--- config.mk ---
export PLATFORM = sky130hd
export DESIGN_NAME = xml_entity_to_utf8_flat
export DESIGN_NICKNAME = d
export VERILOG_FILES = /design/src/design/x2u_pkg.sv /design/src/design/x2u_if.sv /design/src/design/x2u_decode.sv /design/src/design/xml_entity_to_utf8.sv /design/src/flat_wrapper.sv
export SDC_FILE = /design/constraint.sdc
export NUM_CORES = 1
export LEC_CHECK = 0
export BUFFER_PORTS_ARGS = -buffer_cell sky130_fd_sc_hd__buf_2
export CAP_MARGIN = 30
export CELL_PAD_IN_SITES_DETAIL_PLACEMENT = 0
export CELL_PAD_IN_SITES_GLOBAL_PLACEMENT = 1
export CORE_UTILIZATION = 35
export CTS_CLUSTER_DIAMETER = 80
export CTS_CLUSTER_SIZE = 25
export DETAILED_ROUTE_END_ITERATION = 8
export GPL_TIMING_DRIVEN = 0
export PLACE_DENSITY_LB_ADDON = 0.12
export SYNTH_ARGS = -nofsm -noshare
export SYNTH_HDL_FRONTEND = slang
export SYNTH_SLANG_ARGS = --single-unit
--- constraint.sdc ---
create_clock -name clk -period 10.2 [get_ports clk]
set_clock_uncertainty 0.2 [all_clocks]
set_input_delay 0.51 -clock clk [delete_from_list [all_inputs] [get_ports clk]]
set_output_delay 0.51 -clock clk [all_outputs]
set_load 0.01 [all_outputs]
--- src/design/x2u_pkg.sv ---
// ----------------------------------------------------------------------------
// x2u_pkg: shared definitions for the xml entity to utf-8 decoder
// Constants, character codes, entity table, state and result types, and the
// utf-8 encoder used by the decode logic.
// ----------------------------------------------------------------------------
package x2u_pkg;

	// name length bound and derived widths
	localparam int MAX_NAME_CHARS = 8;
	localparam int HASH_W         = 2 + 5 * MAX_NAME_CHARS;
	localparam int LEN_W          = $clog2(MAX_NAME_CHARS + 1);
	localparam int ACC_W          = 21;
	localparam int SUM_W          = ACC_W + 4;
	localparam int MAX_RES        = 4;
	localparam int CNT_W          = $clog2(MAX_RES + 1);
	localparam int N_ENT          = 5;

	localparam logic [SUM_W-1:0] CP_LIMIT = SUM_W'(24'h10FFFF);

	// character codes
	localparam logic [7:0] CH_SEMI  = 8'h3B;
	localparam logic [7:0] CH_HASH  = 8'h23;
	localparam logic [7:0] CH_X     = 8'h78;
	localparam logic [7:0] CH_LO_A  = 8'h61;
	localparam logic [7:0] CH_LO_F  = 8'h66;
	localparam logic [7:0] CH_LO_Z  = 8'h7A;
	localparam logic [7:0] CH_UP_A  = 8'h41;
	localparam logic [7:0] CH_UP_F  = 8'h46;
	localparam logic [7:0] CH_UP_Z  = 8'h5A;
	localparam logic [7:0] CH_ZERO  = 8'h30;
	localparam logic [7:0] CH_EIGHT = 8'h38;
	localparam logic [7:0] CH_NINE  = 8'h39;

	// hash offset of digits inside a name
	localparam logic [5:0] NAME_DIGIT_BASE = 6'd26;

	// known entities: euro, amp, lt, gt, quot
	localparam logic [HASH_W-1:0] ENT_HASH [N_ENT] = '{
		HASH_W'(64'd2249262), HASH_W'(64'd65935), HASH_W'(64'd2419),
		HASH_W'(64'd2259), HASH_W'(64'd2642387)
	};
	localparam logic [ACC_W-1:0] ENT_CP [N_ENT] = '{
		ACC_W'(8364), ACC_W'(38), ACC_W'(60), ACC_W'(62), ACC_W'(34)
	};

	// decode mode
	typedef enum logic [1:0] {
		MODE_IDLE,
		MODE_NAME,
		MODE_HASH,
		MODE_DIGITS
	} mode_t;

	// decoder state between characters
	typedef struct packed {
		mode_t             mode;
		logic              hex;
		logic [ACC_W-1:0]  acc;
		logic [HASH_W-1:0] hash;
		logic [LEN_W-1:0]  len;
	} dec_state_t;

	// one result item
	typedef struct packed {
		logic [7:0] out_byte;
		logic       is_last;
		logic       is_error;
	} res_t;

	// all results of one character
	typedef struct packed {
		logic [CNT_W-1:0]        count;
		res_t [MAX_RES-1:0]      item;
	} burst_t;

	function automatic res_t mk_res(input logic [7:0] b, input logic last, input logic err);
		res_t r;
		r.out_byte = b;
		r.is_last  = last;
		r.is_error = err;
		return r;
	endfunction

	// code point to 1..4 utf-8 bytes
	function automatic burst_t utf8_encode(input logic [ACC_W-1:0] cp);
		burst_t b;
		b = '0;
		if (cp <= ACC_W'(12'h7F)) begin
			b.count   = CNT_W'(1);
			b.item[0] = mk_res({1'b0, cp[6:0]}, 1'b1, 1'b0);
		end else if (cp <= ACC_W'(12'h7FF)) begin
			b.count   = CNT_W'(2);
			b.item[0] = mk_res({3'b110, cp[10:6]}, 1'b0, 1'b0);
			b.item[1] = mk_res({2'b10, cp[5:0]}, 1'b1, 1'b0);
		end else if (cp <= ACC_W'(16'hFFFF)) begin
			b.count   = CNT_W'(3);
			b.item[0] = mk_res({4'b1110, cp[15:12]}, 1'b0, 1'b0);
			b.item[1] = mk_res({2'b10, cp[11:6]}, 1'b0, 1'b0);
			b.item[2] = mk_res({2'b10, cp[5:0]}, 1'b1, 1'b0);
		end else begin
			b.count   = CNT_W'(4);
			b.item[0] = mk_res({5'b11110, cp[20:18]}, 1'b0, 1'b0);
			b.item[1] = mk_res({2'b10, cp[17:12]}, 1'b0, 1'b0);
			b.item[2] = mk_res({2'b10, cp[11:6]}, 1'b0, 1'b0);
			b.item[3] = mk_res({2'b10, cp[5:0]}, 1'b1, 1'b0);
		end
		return b;
	endfunction

endpackage

--- src/design/x2u_if.sv ---
// ----------------------------------------------------------------------------
// x2u channel interfaces
// Valid/ready channels for entity characters in and utf-8 bytes out.
// ----------------------------------------------------------------------------
interface x2u_in_if;
	logic       valid;
	logic       ready;
	logic [7:0] char_in;
	logic       entity_start;

	modport source (output valid, char_in, entity_start, input ready);
	modport sink (input valid, char_in, entity_start, output ready);
endinterface

interface x2u_out_if;
	logic       valid;
	logic       ready;
	logic [7:0] out_byte;
	logic       is_last;
	logic       is_error;

	modport source (output valid, out_byte, is_last, is_error, input ready);
	modport sink (input valid, out_byte, is_last, is_error, output ready);
endinterface

--- src/design/x2u_decode.sv ---
// ----------------------------------------------------------------------------
// x2u_decode: per-character decode step
// Given the current decoder state and one character, computes the next state
// and the results (0 to 4 utf-8 bytes or one error) that the character causes.
// ----------------------------------------------------------------------------
module x2u_decode import x2u_pkg::*; (
	input  logic [7:0] char_in,
	input  logic       entity_start,
	input  dec_state_t cur,
	output dec_state_t nxt,
	output burst_t     burst
);

	logic              is_lower, is_upper, is_dig8, is_dig9, is_hexl, is_hexu;
	logic [HASH_W-1:0] hash_b;
	logic [LEN_W-1:0]  len_b;
	logic              hex_b;
	logic [ACC_W-1:0]  acc_b;
	logic              do_name, do_digit;
	logic              err, emit, hit;
	logic [ACC_W-1:0]  emit_cp, hit_cp;
	logic [5:0]        name_v;
	logic [3:0]        dig_v;
	logic [SUM_W-1:0]  acc_next;

	// character classes
	always_comb begin
		is_lower = (char_in >= CH_LO_A) && (char_in <= CH_LO_Z);
		is_upper = (char_in >= CH_UP_A) && (char_in <= CH_UP_Z);
		is_dig8  = (char_in >= CH_ZERO) && (char_in <= CH_EIGHT);
		is_dig9  = (char_in >= CH_ZERO) && (char_in <= CH_NINE);
		is_hexl  = (char_in >= CH_LO_A) && (char_in <= CH_LO_F);
		is_hexu  = (char_in >= CH_UP_A) && (char_in <= CH_UP_F);
	end

	// entity name lookup
	always_comb begin
		hit    = 1'b0;
		hit_cp = '0;
		for (int i = 0; i < N_ENT; i++) begin
			if (!hit && hash_b == ENT_HASH[i]) begin
				hit    = 1'b1;
				hit_cp = ENT_CP[i];
			end
		end
	end

	// hash value of a name character
	always_comb begin
		if (is_lower)
			name_v = 6'(char_in - CH_LO_A);
		else if (is_upper)
			name_v = 6'(char_in - CH_UP_A);
		else
			name_v = 6'(char_in - CH_ZERO) + NAME_DIGIT_BASE;
	end

	// digit value and accumulator step
	always_comb begin
		if (is_dig9)
			dig_v = 4'(char_in - CH_ZERO);
		else if (is_hexl)
			dig_v = 4'(char_in - CH_LO_A) + 4'd10;
		else
			dig_v = 4'(char_in - CH_UP_A) + 4'd10;
		if (hex_b)
			acc_next = {acc_b, 4'b0} + SUM_W'(dig_v);
		else
			acc_next = {acc_b, 3'b0} + {2'b0, acc_b, 1'b0} + SUM_W'(dig_v);
	end

	// state step
	always_comb begin
		nxt      = cur;
		hash_b   = cur.hash;
		len_b    = cur.len;
		hex_b    = cur.hex;
		acc_b    = cur.acc;
		do_name  = 1'b0;
		do_digit = 1'b0;
		err      = 1'b0;
		emit     = 1'b0;
		emit_cp  = '0;

		// entry: start of a new entity or continue in the current mode
		if (entity_start) begin
			nxt.hex = 1'b0;
			nxt.acc = '0;
			nxt.len = '0;
			hex_b   = 1'b0;
			acc_b   = '0;
			len_b   = '0;
			if (char_in == CH_HASH) begin
				nxt.hash = '0;
				nxt.mode = MODE_HASH;
			end else begin
				hash_b   = is_upper ? HASH_W'(1) : HASH_W'(2);
				nxt.hash = hash_b;
				nxt.mode = MODE_NAME;
				do_name  = 1'b1;
			end
		end else begin
			unique case (cur.mode)
				MODE_NAME: begin
					do_name = 1'b1;
				end
				MODE_HASH: begin
					nxt.mode = MODE_DIGITS;
					if (char_in == CH_X) begin
						nxt.hex = 1'b1;
					end else begin
						nxt.hex  = 1'b0;
						hex_b    = 1'b0;
						do_digit = 1'b1;
					end
				end
				MODE_DIGITS: begin
					do_digit = 1'b1;
				end
				default: begin
				end
			endcase
		end

		// name character
		if (do_name) begin
			if (char_in == CH_SEMI) begin
				if (len_b != '0 && hit) begin
					emit    = 1'b1;
					emit_cp = hit_cp;
				end else begin
					err = 1'b1;
				end
			end else if (is_lower || is_upper || is_dig8) begin
				if (len_b >= LEN_W'(MAX_NAME_CHARS)) begin
					err = 1'b1;
				end else begin
					nxt.len  = len_b + LEN_W'(1);
					nxt.hash = {hash_b[HASH_W-6:0], 5'b0} + HASH_W'(name_v);
				end
			end else begin
				err = 1'b1;
			end
		end

		// numeric reference character
		if (do_digit) begin
			if (char_in == CH_SEMI) begin
				if (len_b == '0) begin
					err = 1'b1;
				end else begin
					emit    = 1'b1;
					emit_cp = acc_b;
				end
			end else if (is_dig9 || (hex_b && (is_hexl || is_hexu))) begin
				if (acc_next > CP_LIMIT) begin
					err = 1'b1;
				end else begin
					nxt.acc = acc_next[ACC_W-1:0];
					nxt.len = LEN_W'(1);
				end
			end else begin
				err = 1'b1;
			end
		end

		// results
		burst = '0;
		if (err) begin
			nxt.mode      = MODE_IDLE;
			burst.count   = CNT_W'(1);
			burst.item[0] = mk_res(8'h00, 1'b1, 1'b1);
		end else if (emit) begin
			nxt.mode = MODE_IDLE;
			burst    = utf8_encode(emit_cp);
		end
	end

endmodule

--- src/design/xml_entity_to_utf8.sv ---
// ----------------------------------------------------------------------------
// xml_entity_to_utf8: xml character entity decoder with utf-8 output
// Takes the characters after '&' one per transaction up to ';' and returns
// the decoded code point as 1 to 4 utf-8 bytes, or a single error byte.
//
//  channel | dir | payload                          | handshake
//  --------+-----+----------------------------------+-------------
//  ent     | in  | char_in[7:0], entity_start       | valid/ready
//  utf8    | out | out_byte[7:0], is_last, is_error | valid/ready
//
// A character is registered on acceptance, decoded in the next cycle and its
// results loaded into a 4-entry burst register that drains one byte a cycle
// while utf8.ready is high. Characters that give no result pass at one per
// cycle; a character that gives bytes waits until the last byte of the
// previous burst is taken. Results pass the input stage and burst register.
// Reset (arst_n low) returns the decoder to idle and empties all stages.
// Output stalls hold the burst register and back up into the input stage.
// ----------------------------------------------------------------------------
module xml_entity_to_utf8 import x2u_pkg::*; (
	input logic        clk,
	input logic        arst_n,
	x2u_in_if.sink     ent,
	x2u_out_if.source  utf8
);

	logic                 valid_s1;
	logic [7:0]           char_s1;
	logic                 start_s1;
	dec_state_t           state_q;
	dec_state_t           state_nxt;
	burst_t               burst;
	res_t [MAX_RES-1:0]   buf_q;
	logic [CNT_W-1:0]     cnt_q;
	logic                 pop, buf_free, adv_s1, load;

	// decode step
	x2u_decode u_decode (
		.char_in      (char_s1),
		.entity_start (start_s1),
		.cur          (state_q),
		.nxt          (state_nxt),
		.burst        (burst)
	);

	// flow control
	assign pop      = (cnt_q != '0) && utf8.ready;
	assign buf_free = (cnt_q == '0) || ((cnt_q == CNT_W'(1)) && utf8.ready);
	assign adv_s1   = valid_s1 && ((burst.count == '0) || buf_free);
	assign load     = adv_s1 && (burst.count != '0);
	assign ent.ready = !valid_s1 || adv_s1;

	// output channel
	assign utf8.valid    = (cnt_q != '0);
	assign utf8.out_byte = buf_q[0].out_byte;
	assign utf8.is_last  = buf_q[0].is_last;
	assign utf8.is_error = buf_q[0].is_error;

	// control registers
	always_ff @(posedge clk or negedge arst_n) begin
		if (!arst_n) begin
			valid_s1 <= 1'b0;
			cnt_q    <= '0;
			state_q  <= '{mode: MODE_IDLE, hex: 1'b0, acc: '0, hash: '0, len: '0};
		end else begin
			if (ent.ready)
				valid_s1 <= ent.valid;
			if (adv_s1)
				state_q <= state_nxt;
			if (load)
				cnt_q <= burst.count;
			else if (pop)
				cnt_q <= cnt_q - CNT_W'(1);
		end
	end

	// input stage payload
	always_ff @(posedge clk) begin
		if (ent.ready && ent.valid) begin
			char_s1  <= ent.char_in;
			start_s1 <= ent.entity_start;
		end
	end

	// burst register: load a new burst or shift out one byte
	always_ff @(posedge clk) begin
		if (load) begin
			buf_q <= burst.item;
		end else if (pop) begin
			for (int i = 0; i < MAX_RES - 1; i++)
				buf_q[i] <= buf_q[i+1];
		end
	end

endmodule
--- src/flat_wrapper.sv ---
// flat-port wrapper written by rule: the top's interface ports become plain ports
module xml_entity_to_utf8_flat import x2u_pkg::*;
  (clk, arst_n, ent_valid, ent_char_in, ent_entity_start, ent_ready, utf8_valid, utf8_out_byte, utf8_is_last, utf8_is_error, utf8_ready);
  x2u_in_if ent_i ();
  x2u_out_if utf8_i ();
  input logic clk;
  input logic arst_n;
  input wire logic [$bits(ent_i.valid)-1:0] ent_valid;
  input wire logic [$bits(ent_i.char_in)-1:0] ent_char_in;
  input wire logic [$bits(ent_i.entity_start)-1:0] ent_entity_start;
  output wire logic [$bits(ent_i.ready)-1:0] ent_ready;
  output wire logic [$bits(utf8_i.valid)-1:0] utf8_valid;
  output wire logic [$bits(utf8_i.out_byte)-1:0] utf8_out_byte;
  output wire logic [$bits(utf8_i.is_last)-1:0] utf8_is_last;
  output wire logic [$bits(utf8_i.is_error)-1:0] utf8_is_error;
  input wire logic [$bits(utf8_i.ready)-1:0] utf8_ready;
  assign ent_i.valid = ent_valid;
  assign ent_i.char_in = ent_char_in;
  assign ent_i.entity_start = ent_entity_start;
  assign ent_ready = ent_i.ready;
  assign utf8_valid = utf8_i.valid;
  assign utf8_out_byte = utf8_i.out_byte;
  assign utf8_is_last = utf8_i.is_last;
  assign utf8_is_error = utf8_i.is_error;
  assign utf8_i.ready = utf8_ready;
  xml_entity_to_utf8 u_core (.clk(clk), .arst_n(arst_n), .ent(ent_i), .utf8(utf8_i));
endmodule
**Word-level counts from Yosys, hierarchy flattened**

Cells that the tools add are included.

- Order comparisons: 14
- Add/sub/neg operators: 12
- Eq/ne operators: 12
- Bitwise operators: 1
- Reduce and logical (&&, ||, !) cells: 42
- Mux-type cells: 88

Operators by type and width:

| kind | number |
|---|---|
| 21-bit 2-to-1 mux | 15 |
| 46-bit 2-to-1 mux | 4 |
| 30-bit 2-to-1 mux | 3 |
| 42-bit by 12-bit == test with 1-bit output, second input constant | 2 |
| 42-bit by 22-bit == test with 1-bit output, second input constant | 2 |
| 42-bit 2-to-1 mux | 2 |
| 67-bit 2-to-1 mux | 1 |
| 20-bit 2-to-1 mux | 3 |
| 25-bit by 4-bit adder with 25-bit output | 2 |
| 43-bit 2-to-1 mux | 1 |
| 42-bit by 6-bit adder with 42-bit output | 1 |
| 42-bit by 17-bit == test with 1-bit output, second input constant | 1 |
| 8-bit by 7-bit <= comparator with 1-bit output, second input constant | 4 |
| 1-bit 2-to-1 mux | 30 |
| 10-bit 2-to-1 mux | 3 |
| 28-bit 2-to-1 mux | 1 |
| 4-bit 2-to-1 mux | 7 |
| 24-bit by 22-bit adder with 25-bit output | 1 |
| 25-bit by 21-bit > comparator with 1-bit output, second input constant | 1 |
| 25-bit 2-to-1 mux | 1 |
| 3-bit 2-to-1 mux | 8 |
| 21-bit by 11-bit <= comparator with 1-bit output, second input constant | 1 |
| 21-bit by 16-bit <= comparator with 1-bit output, second input constant | 1 |
| 21-bit by 7-bit <= comparator with 1-bit output, second input constant | 1 |
| other kinds (31) | 73 |

- Input port bits: 13
- Flip-flop bits (word level): 123
- Output and inout bits: 12
- Logic and storage cells: 191

**Logic depth before layout (Yosys ltp)**

Gate-level depths: netlist of run 1.

- Depth after elaboration: 37
- Gate-level depth with buffers: 23
- Mapped depth without buffers: 21

**Modules after synthesis**

A second synthesis of run 1 with hierarchy kept.

- Cell total of the unflattened synthesis: 1124
- Area total of the unflattened synthesis: 10403.7 um^2

By module, submodules not included:

| module | area an instance (um^2) | instances | seq. area each (um^2) | cells each |
|---|---|---|---|---|
| x2u_decode | 5511.5 | 1 | 0.0 | 848 |
| xml_entity_to_utf8 | 4892.2 | 1 | 3323.2 | 276 |

**Worst setup path after synthesis of run 1**

OpenSTA, ideal clock, no wires.

- Kind: register -> register
- Start: register u_core.char_s1[1]
- End: register u_core.buf_q[11] in the netlist's numbering, enable pin
- Stages on the path, launching flop included: 21
- Setup slack: 4.238 ns
- Data arrival time: 5.375 ns
- Setup time: 0.387 ns
- Clock period less this slack: 5.962 ns
- Data required time: 9.613 ns
- Path buffers: 1
- Cells stage by stage: edfxtp_1 -> inv_1 -> ha_1 -> xor2_1 -> ha_1 -> xor2_1 -> nand2_1 -> xnor2_1 -> fa_1 -> fa_1 -> a211oi_2 -> o21ai_1 -> a211o_1 -> and4_1 -> nor3_2 -> nor4_4 -> a211oi_1 -> nor2_4 -> a21oi_1 -> buf_2 -> nand2b_1

- Cells in the longest elaborated chain, start to end: 37
- Elaborated cells on any way between the ends: 104
- Those cells by class: add/sub: 7; order compare: 13; eq/ne: 8; mux: 50; reduce/logical: 26

RTL lines:

| item | line | source |
|---|---|---|
| start, declared | xml_entity_to_utf8.sv:27 | `logic [7:0] char_s1;` |
| start signal, assigned | xml_entity_to_utf8.sv:79 | `char_s1 <= ent.char_in;` |
| 8-bit by 7-bit greater-or-equal comparator with 1-bit output or 8-bit by 7-bit <= comparator with 1-bit output (tied branches) | x2u_decode.sv:29, x2u_decode.sv:33 |  |
| 1-bit logical AND | x2u_decode.sv:29 | `is_upper = (char_in >= CH_UP_A) && (char_in <= CH_UP_Z);` |
| 2-bit 2-to-1 mux | x2u_decode.sv:97 | `hash_b = is_upper ? HASH_W'(1) : HASH_W'(2);` |
| 42-bit 2-to-1 mux | x2u_decode.sv:93 | `if (char_in == CH_HASH) begin` |
| 42-bit 2-to-1 mux | x2u_decode.sv:86 | `if (entity_start) begin` |
| 42-bit by 22-bit == test with 1-bit output | x2u_decode.sv:41 | `if (!hit && hash_b == ENT_HASH[i]) begin` |
| 1-bit 2-to-1 mux | x2u_decode.sv:41 |  |
| 1-bit logical NOT | x2u_decode.sv:41 |  |
| [21 not listed] | - |  |
| 3-bit 2-to-1 mux | x2u_pkg.sv:88 | `if (cp <= ACC_W'(12'h7F)) begin` |
| 43-bit 2-to-1 mux | x2u_decode.sv:173 | `end else if (emit) begin` |
| 3-bit 2-to-1 mux (*) | x2u_decode.sv:169 | `if (err) begin` |
| 3-bit logical NOT | xml_entity_to_utf8.sv:48 | `assign adv_s1 = valid_s1 && ((burst.count == '0) \|\| buf_free);` |
| 1-bit logical OR | xml_entity_to_utf8.sv:48 |  |
| 1-bit logical AND | xml_entity_to_utf8.sv:48 |  |
| 1-bit logical AND (*) | xml_entity_to_utf8.sv:49 | `assign load = adv_s1 && (burst.count != '0);` |
| 2-bit nonzero test (no source line) (*) | - |  |
| end signal, assigned | xml_entity_to_utf8.sv:87 | `buf_q <= burst.item;` |
| end signal, assigned by index | xml_entity_to_utf8.sv:90 | `buf_q[i] <= buf_q[i+1];` |
| end, declared | xml_entity_to_utf8.sv:32 | `res_t [MAX_RES-1:0] buf_q;` |

Mark *: on every way between the ends. The rest lies on a longest branch, timed or not.
A chain may end at the register's enable or synchronous reset.

**Final worst setup path of run 1**

- Start: register u_core.char_s1[1]
- End: register u_core.buf_q (netlist bit u_core.utf8.out_byte[1]), enable pin

The elaborated chain is that of the path after synthesis.

==> flow_summary_export.csv, run 1 <==
group,metric,value,unit
status,status,"completed",
final_layout,fin_util,40.6,%
drt,first_pass_iters,5,
grt,grt_pass1_vias,7594,
timing,worstMarginPinSlew,1030,ps
timing,fmaxAchievable,0.145,GHz
drt,drtIter0Drc,588,
floorplanning,initial_core_util,35.9,%
worst_setup_path,crit_type,"reg2reg",
drt,wl_met1,14.1,mm
final_layout,antenna_cells,0,
min_path,hold_class,"in2reg",
synth,synthFlopType,"dfrtp_1",
timing,drv_slew,0,
final_layout,design_area,0.0103,mm2
clock_network,post-cts-setup-buffers,0,
final_layout,area_growth_syn_to_layout,13.2,%
final_layout,nets,1121,
clock_network,clock_path_buffers,2,
pwr,vdd_drop_max,0.127,mV
drt,drcViolationCount,0,
worst_setup_path,path_max_fanout,14,
final_layout,final_cells,1386,
floorplanning,core,0.0253,mm2
synth,synth-edff-count,42,
worst_setup_path,cp-start-kind,"flip-flop",
final_layout,layout_commonest_cell,"nand2_1",
pwr,switching_share,38.6,%
pwr,cellLeakagePower,4.33,nW
timing,fin_crit,6910,ps
synth,synth_top_area_share,20.4,%
drt,dr_wl_met3,898,um
placed_design,place_area,0.00967,mm2
timing,setup-violations-final,0,
worst_setup_path,crit_path_end_kind,"flip-flop",
placed_design,dp_hpwl,20.1,mm
synth,ys_seq_elements,116,
pwr,power_frac_comb,38.1,%
placed_design,routabilityCongestion,0.837,
timing,rsz0062_at_grt,"false",
clock_network,path_clk_slew,60,ps
floorplanning,die_w,163,um
pwr,power_frac_seq,32.5,%
drt,ant_nets,0,
clock_network,ctsHtreeMaxLevel,4,
drt,drt_wl_total,26.6,mm
clock_network,cts_tree,"done",
timing,fin_tns_setup,0,ps
pwr,clkPwrFrac,29.4,%
pwr,intPower,1.31,mW
grt,gr-usage-all-layers,21.2,%
pwr,switchingPower,0.819,mW
drt,vias,7721,
clock_network,cts_sinks,116,
grt,antenna_found_initial,0,
synth,syn_avg_cell_area,9.12,um2
synth,async_flop_share,63.8,%
floorplanning,row_count,58,
synth,synth_top_area_cell,"dfrtp_1",
pwr,p_total,2.12,mW
final_layout,mostFrequentLayoutCells,"91 x nand2_1, 74 x dfrtp_1, 73 x nor2_1, 63 x ha_1",
drt,vias_per_cell,5.57,
drt,dr_wl_met2,11.4,mm
synth,netlist_area,0.00909,mm2
placed_design,port_buffers,24,
floorplanning,io_pins,25,
timing,hold_viol,0,
synth,ys_seq_area_share,34.3,%
clock_network,clock_latency,430,ps
grt,grt_max_degree,63,
placed_design,dp_cells,1353,
worst_setup_path,crit_required,10130,ps
worst_setup_path,cp.arrival,6850,ps
drt,top_layer,"met4",
final_layout,drive_above_1_share,13.3,%
timing,relSlewSlack,30.7,%
synth,synth_cell_types,97,
floorplanning,dieArea,0.0266,mm2
floorplanning,dieHeight,163,um
clock_network,cts_root_buf,"clkbuf_16",
grt,grt_pass1_wl,43.6,mm
synth,syn_nets,1074,
grt,grt_remaining_overflow,0,
timing,final.period_utilization,67.8,%
job,cap_violations,0,
synth,synthCells,996,
drt,wire_per_inst,19.2,um
clock_network,numCtsBuffers,17,
synth,synth_area_leaders,"dfrtp_1 20%, edfxtp_1 14%, ha_1 8.7%",
pwr,p_per_area,206,mW/mm2
synth,yosys_warnings,0,
cell usage after synthesis, types with 10 or more instances:
cell and instances:
a21oi_1 53, a22o_1 14, and3_1 10, buf_2 13
buf_4 15, clkbuf_1 18, dfrtp_1 74, edfxtp_1 42
ha_1 63, inv_1 53, mux2i_1 16, nand2_1 91
nand3_1 28, nand4_1 17, nor2_1 73, nor2b_1 22
nor3_1 26, o21ai_0 43, o22ai_1 18, o2bb2ai_1 43
xnor2_1 26, xor2_1 31
state kept, by name (all words and copies together) (netlist names):
signal	flops
u_core.state_q	70
u_core.buf_q	23
u_core.char_s1	8
u_core.utf8.out_byte	8
u_core.cnt_q	3
u_core.start_s1	1
u_core.utf8.is_error	1
u_core.utf8.is_last	1
u_core.valid_s1	1
worst paths after layout:
kind                                                 to  slack [ps]  cells past startpoint          startpoint
worst max-delay path            u_core.utf8.out_byte[1]        3290                     21   u_core.char_s1[1]
worst min-delay path                  u_core.char_s1[0]          60                      1      ent_char_in[0]
worst max register to register  u_core.utf8.out_byte[1]        3290                     21   u_core.char_s1[1]
worst min register to register       u_core.state_q[42]         290                      1  u_core.state_q[42]
max in group asynchronous            u_core.state_q[64]        8920                      3              arst_n
min in group asynchronous            u_core.state_q[32]         280                      2              arst_n
timing repair:
| action | CTS | global route |
|---|---|---|
| hold endpoints to repair | 12 | 0 |
| resized for setup | 0 | 0 |
| hold buffers | 1 | 0 |
logic make-up (layout without fill, tap and decap cells):
| family | after synthesis | in the layout | synth area share (%) |
|---|---|---|---|
| fa+ha+maj | 65 | 65 | 9.11 |
| mux | 19 | 19 | 2.18 |
| flops | 116 | 116 | 34.3 |
| buf+inv | 111 | 171 | 5.82 |
| xor+xnor | 57 | 57 | 5.49 |
| compound gates | 281 | 281 | 22.2 |
| simple gates | 347 | 347 | 20.9 |
worst max-delay path, stage by stage, from the launching register on:
cell and delay (ps):
edfxtp_1 520, inv_1 300, ha_1 280, xor2_1 250, ha_1 210, xor2_1 140
nand2_1 80, xnor2_1 250, fa_1 520, fa_1 520, a211oi_2 280, o21ai_1 230
nand4_1 130, o21ai_0 220, o31ai_1 570, nor4_4 120, a211oi_1 390, nor2_4 110
a21oi_1 180, buf_2 260, nand2b_1 610, buf_8 240
power by group through the flow:
stage                     clock network, mW  registers, mW  logic (mW)
after detailed placement                  0          0.699       0.808
after global placement                    0          0.697       0.795
after CTS                             0.635          0.691       0.813
final                                 0.624          0.691       0.810
after global routing                  0.654          0.706       0.906
after floorplan                           0          0.675       0.578
stage by stage:
| stage | hold WS [ps] | worst slack, ps |
|---|---|---|
| floorplan | 14.4 | 4240 |
| global route | 46.9 | 2730 |
| global placement | 273 | 3010 |
| finish | 62.3 | 3290 |
| detailed placement | 183 | 3240 |
| CTS | 44.6 | 3200 |
per-layer routing:
layer	vias up	global-route usage (%)
li1	3790	-
met1	3772	32.5
met2	142	31.3
met3	17	2.92
met4	0	4.50
met5	-	0
layout make-up:
| type | instances | area, um2 |
|---|---|---|
| Clock inverter | 15 | 180 |
| Multi-Input combinational cell | 769 | 5450 |
| Timing Repair Buffer | 28 | 183 |
| Inverter | 53 | 199 |
| Clock buffer | 17 | 425 |
| Sequential cell | 116 | 3110 |
| Fill cell | 2535 | 15000 |
| Buffer | 58 | 330 |
| Tap cell | 330 | 413 |
No activity file was read; power rests on OpenSTA's default activity.
==> run 2, diff against run 1 <==
==> constraint.sdc (replaced) <==
create_clock -name clk -period 5.6 [get_ports clk]
set_clock_uncertainty 0.2 [all_clocks]
set_input_delay 0.28 -clock clk [delete_from_list [all_inputs] [get_ports clk]]
set_output_delay 0.28 -clock clk [all_outputs]
set_load 0.01 [all_outputs]
==> flow_summary_export.csv, run 2 (synthesis gave the netlist of run 1 again) <==
group,metric,value,unit
status,status,"finished with violations",
status,violations,"setup timing",
clock_network,ctsHtreeMaxLevel,4,
timing,setup-violations-final,23,
clock_network,cts_root_buf,"clkbuf_16",
pwr,clkPwrFrac,25.8,%
grt,grt_remaining_overflow,0,
placed_design,place_ws,-963,ps
worst_setup_path,worstSetupStartpoint,"u_core.char_s1[1]",
worst_setup_path,endpoint,"ent_ready",
worst_setup_path,crit_type,"reg2out",
floorplanning,dieHeight,163,um
grt,antenna_found_initial,0,
floorplanning,dieArea,0.0266,mm2
worst_setup_path,r2r_end,"u_core.buf_q[22]",
clock_network,cts_sinks,116,
placed_design,routabilityCongestion,0.836,
grt,grt_max_degree,63,
final_layout,layout_commonest_cell,"nand2_1",
floorplanning,row_count,58,
worst_setup_path,path_max_fanout,5,
timing,drv_slew,0,
worst_setup_path,r2r_setup_slack,-70,ps
final_layout,mostFrequentLayoutCells,"85 x nand2_1, 74 x dfrtp_1, 72 x nor2_1, 59 x ha_1, 52 x a21oi_1",
floorplanning,io_pins,25,
worst_setup_path,critPathSlowestCell,"fa_1",
pwr,switchingPower,1.63,mW
final_layout,largest_reg_flops,70,
drt,vias,7886,
final_layout,area_growth_syn_to_layout,23.0,%
worst_setup_path,crit_path_end_kind,"primary output",
floorplanning,die_w,163,um
pwr,p_total,4.17,mW
worst_setup_path,reg2regPathDepth,24,
timing,final.period_utilization,102,%
timing,worstMarginPinSlew,1100,ps
drt,drtIter0Drc,505,
job,cap_violations,0,
worst_setup_path,cp-start-kind,"flip-flop",
timing,relSlewSlack,26.2,%
final_layout,antenna_cells,0,
floorplanning,core,0.0253,mm2
drt,vias_per_cell,5.47,
grt,grt_pass1_wl,44.4,mm
min_path,min_from,"utf8_ready",
clock_network,clock_latency,430,ps
grt,gr-usage-all-layers,21.6,%
clock_network,clock_path_buffers,2,
drt,first_pass_iters,5,
worst_setup_path,path_cells,"inv_2, buf_4, ha_4, nor2_2, o21ai_1, a32o_2, nand2_2, nand2_2, xnor2_2, fa_1, fa_2, a211oi_4, o21ai_4, a211o_1, a211oi_4, o31ai_4, nor4_4, a211oi_2, nor2_4, nand2_4, nand3_4, buf_6",
pwr,power_frac_seq,30.1,%
final_layout,design_area,0.0112,mm2
drt,wire_per_inst,19.2,um
grt,grt_pass1_vias,7870,
worst_setup_path,crit_required,5120,ps
pwr,cellLeakagePower,4.71,nW
timing,rsz0062_at_grt,"true",
timing,setup_slack,-117,ps
placed_design,dp_hpwl,20.1,mm
worst_setup_path,crit-reg2reg-launch,"u_core.char_s1[1]",
final_layout,top_register,"u_core.state_q",
drt,drcViolationCount,0,
timing,fmaxAchievable,0.175,GHz
pwr,intPower,2.53,mW
min_path,hold_class,"in2reg",
final_layout,drive_above_1_share,21.2,%
worst_setup_path,cp.arrival,5240,ps
worst_setup_path,cpPeakStageDelay,500,ps
clock_network,path_clk_slew,60,ps
final_layout,nets,1176,
timing,fin_crit,5720,ps
pwr,vdd_drop_max,0.209,mV
clock_network,cts_tree,"done",
clock_network,numCtsBuffers,17,
pwr,power_frac_comb,44.1,%
pwr,switching_share,39.2,%
timing,timing.hold.ws,14.3,ps
final_layout,largest_registers,"u_core.state_q x70, u_core.buf_q x23",
drt,drt_wl_total,27.7,mm
pwr,p_per_area,373,mW/mm2
final_layout,fill_cells,2507,
drt,ant_nets,0,
placed_design,place_area,0.00967,mm2
floorplanning,initial_core_util,35.9,%
placed_design,port_buffers,24,
timing,hold_viol,0,
run 2: cell types whose count changed in the layout (fill, tap and decap cells not counted), sizes merged:
cell / change
buf: +37
dlygate4sd3: +10
clkbuf: +5
clkinv: -3
clkinvlp: +3
nand2b: +3
bufinv: -2
inv: +2
run 2: power by group through the flow:
| stage | logic (mW) | registers (mW) | clock network (mW) |
|---|---|---|---|
| finish | 1.84 | 1.25 | 1.07 |
| global route | 2.02 | 1.28 | 1.13 |
| CTS | 1.56 | 1.25 | 1.09 |
| detailed placement | 1.46 | 1.27 | 0 |
| global placement | 1.45 | 1.27 | 0 |
| floorplan | 1.06 | 1.23 | 0 |
run 2: worst min-delay path by stage:
stage                                    end  depth (start not counted)
final                        u_core.cnt_q[1]                          4
after CTS                    u_core.cnt_q[1]                          4
after detailed placement  u_core.state_q[32]                          1
after global placement     u_core.char_s1[3]                          1
after global routing      u_core.state_q[32]                          2
after floorplan              u_core.cnt_q[0]                          0
run 2: metrics by stage:
| stage | TNS [ps] | cells | util, % |
|---|---|---|---|
| floorplan | 0 | 996 | - |
| global placement | -111920 | 1350 | 38.0 |
| detailed placement | -104470 | 1352 | 38.2 |
| CTS | -740 | 1407 | 41.7 |
| global route | -17590 | 1441 | 44.1 |
| finish | -911 | 1441 | 44.1 |
run 2: per-layer routing:
layer / GRT usage (%) / vias up / part of all wire [%]
li1: - / 3898 / -
met1: 32.8 / 3831 / 52
met2: 32.1 / 145 / 44
met3: 3.10 / 12 / 3.4
met4: 4.21 / 0 / 0.70
met5: 0 / - / 0
run 2: timing repair:
item,in CTS,in global routing
endpoints found under the hold margin,84,0
endpoints found under the setup margin,142,140
gates cloned,2,6
setup buffers,10,28
pin swaps,10,25
resized for setup,32,78
hold buffers,11,0
run 2: worst max-delay path: cells and delay by family, from the launching register on:
family	cells	cell delay, ps
AOI/OAI and AO/OA	8	1690
xor gates and xnor gates	1	200
adders and majority gates	3	1110
buffers and inverters	3	330
DFF	1	380
and+or+nand+nor	7	1050
run 2: final cells by class:
| type | instances | area, um2 | share of cell area, % |
|---|---|---|---|
| Tap cell | 330 | 413 | 3.69 |
| Sequential cell | 116 | 3110 | 27.9 |
| Inverter | 53 | 203 | 1.81 |
| Clock inverter | 15 | 146 | 1.31 |
| Multi-Input combinational cell | 772 | 5770 | 51.6 |
| Clock buffer | 17 | 425 | 3.81 |
| Timing Repair Buffer | 80 | 686 | 6.13 |
| Buffer | 58 | 420 | 3.76 |
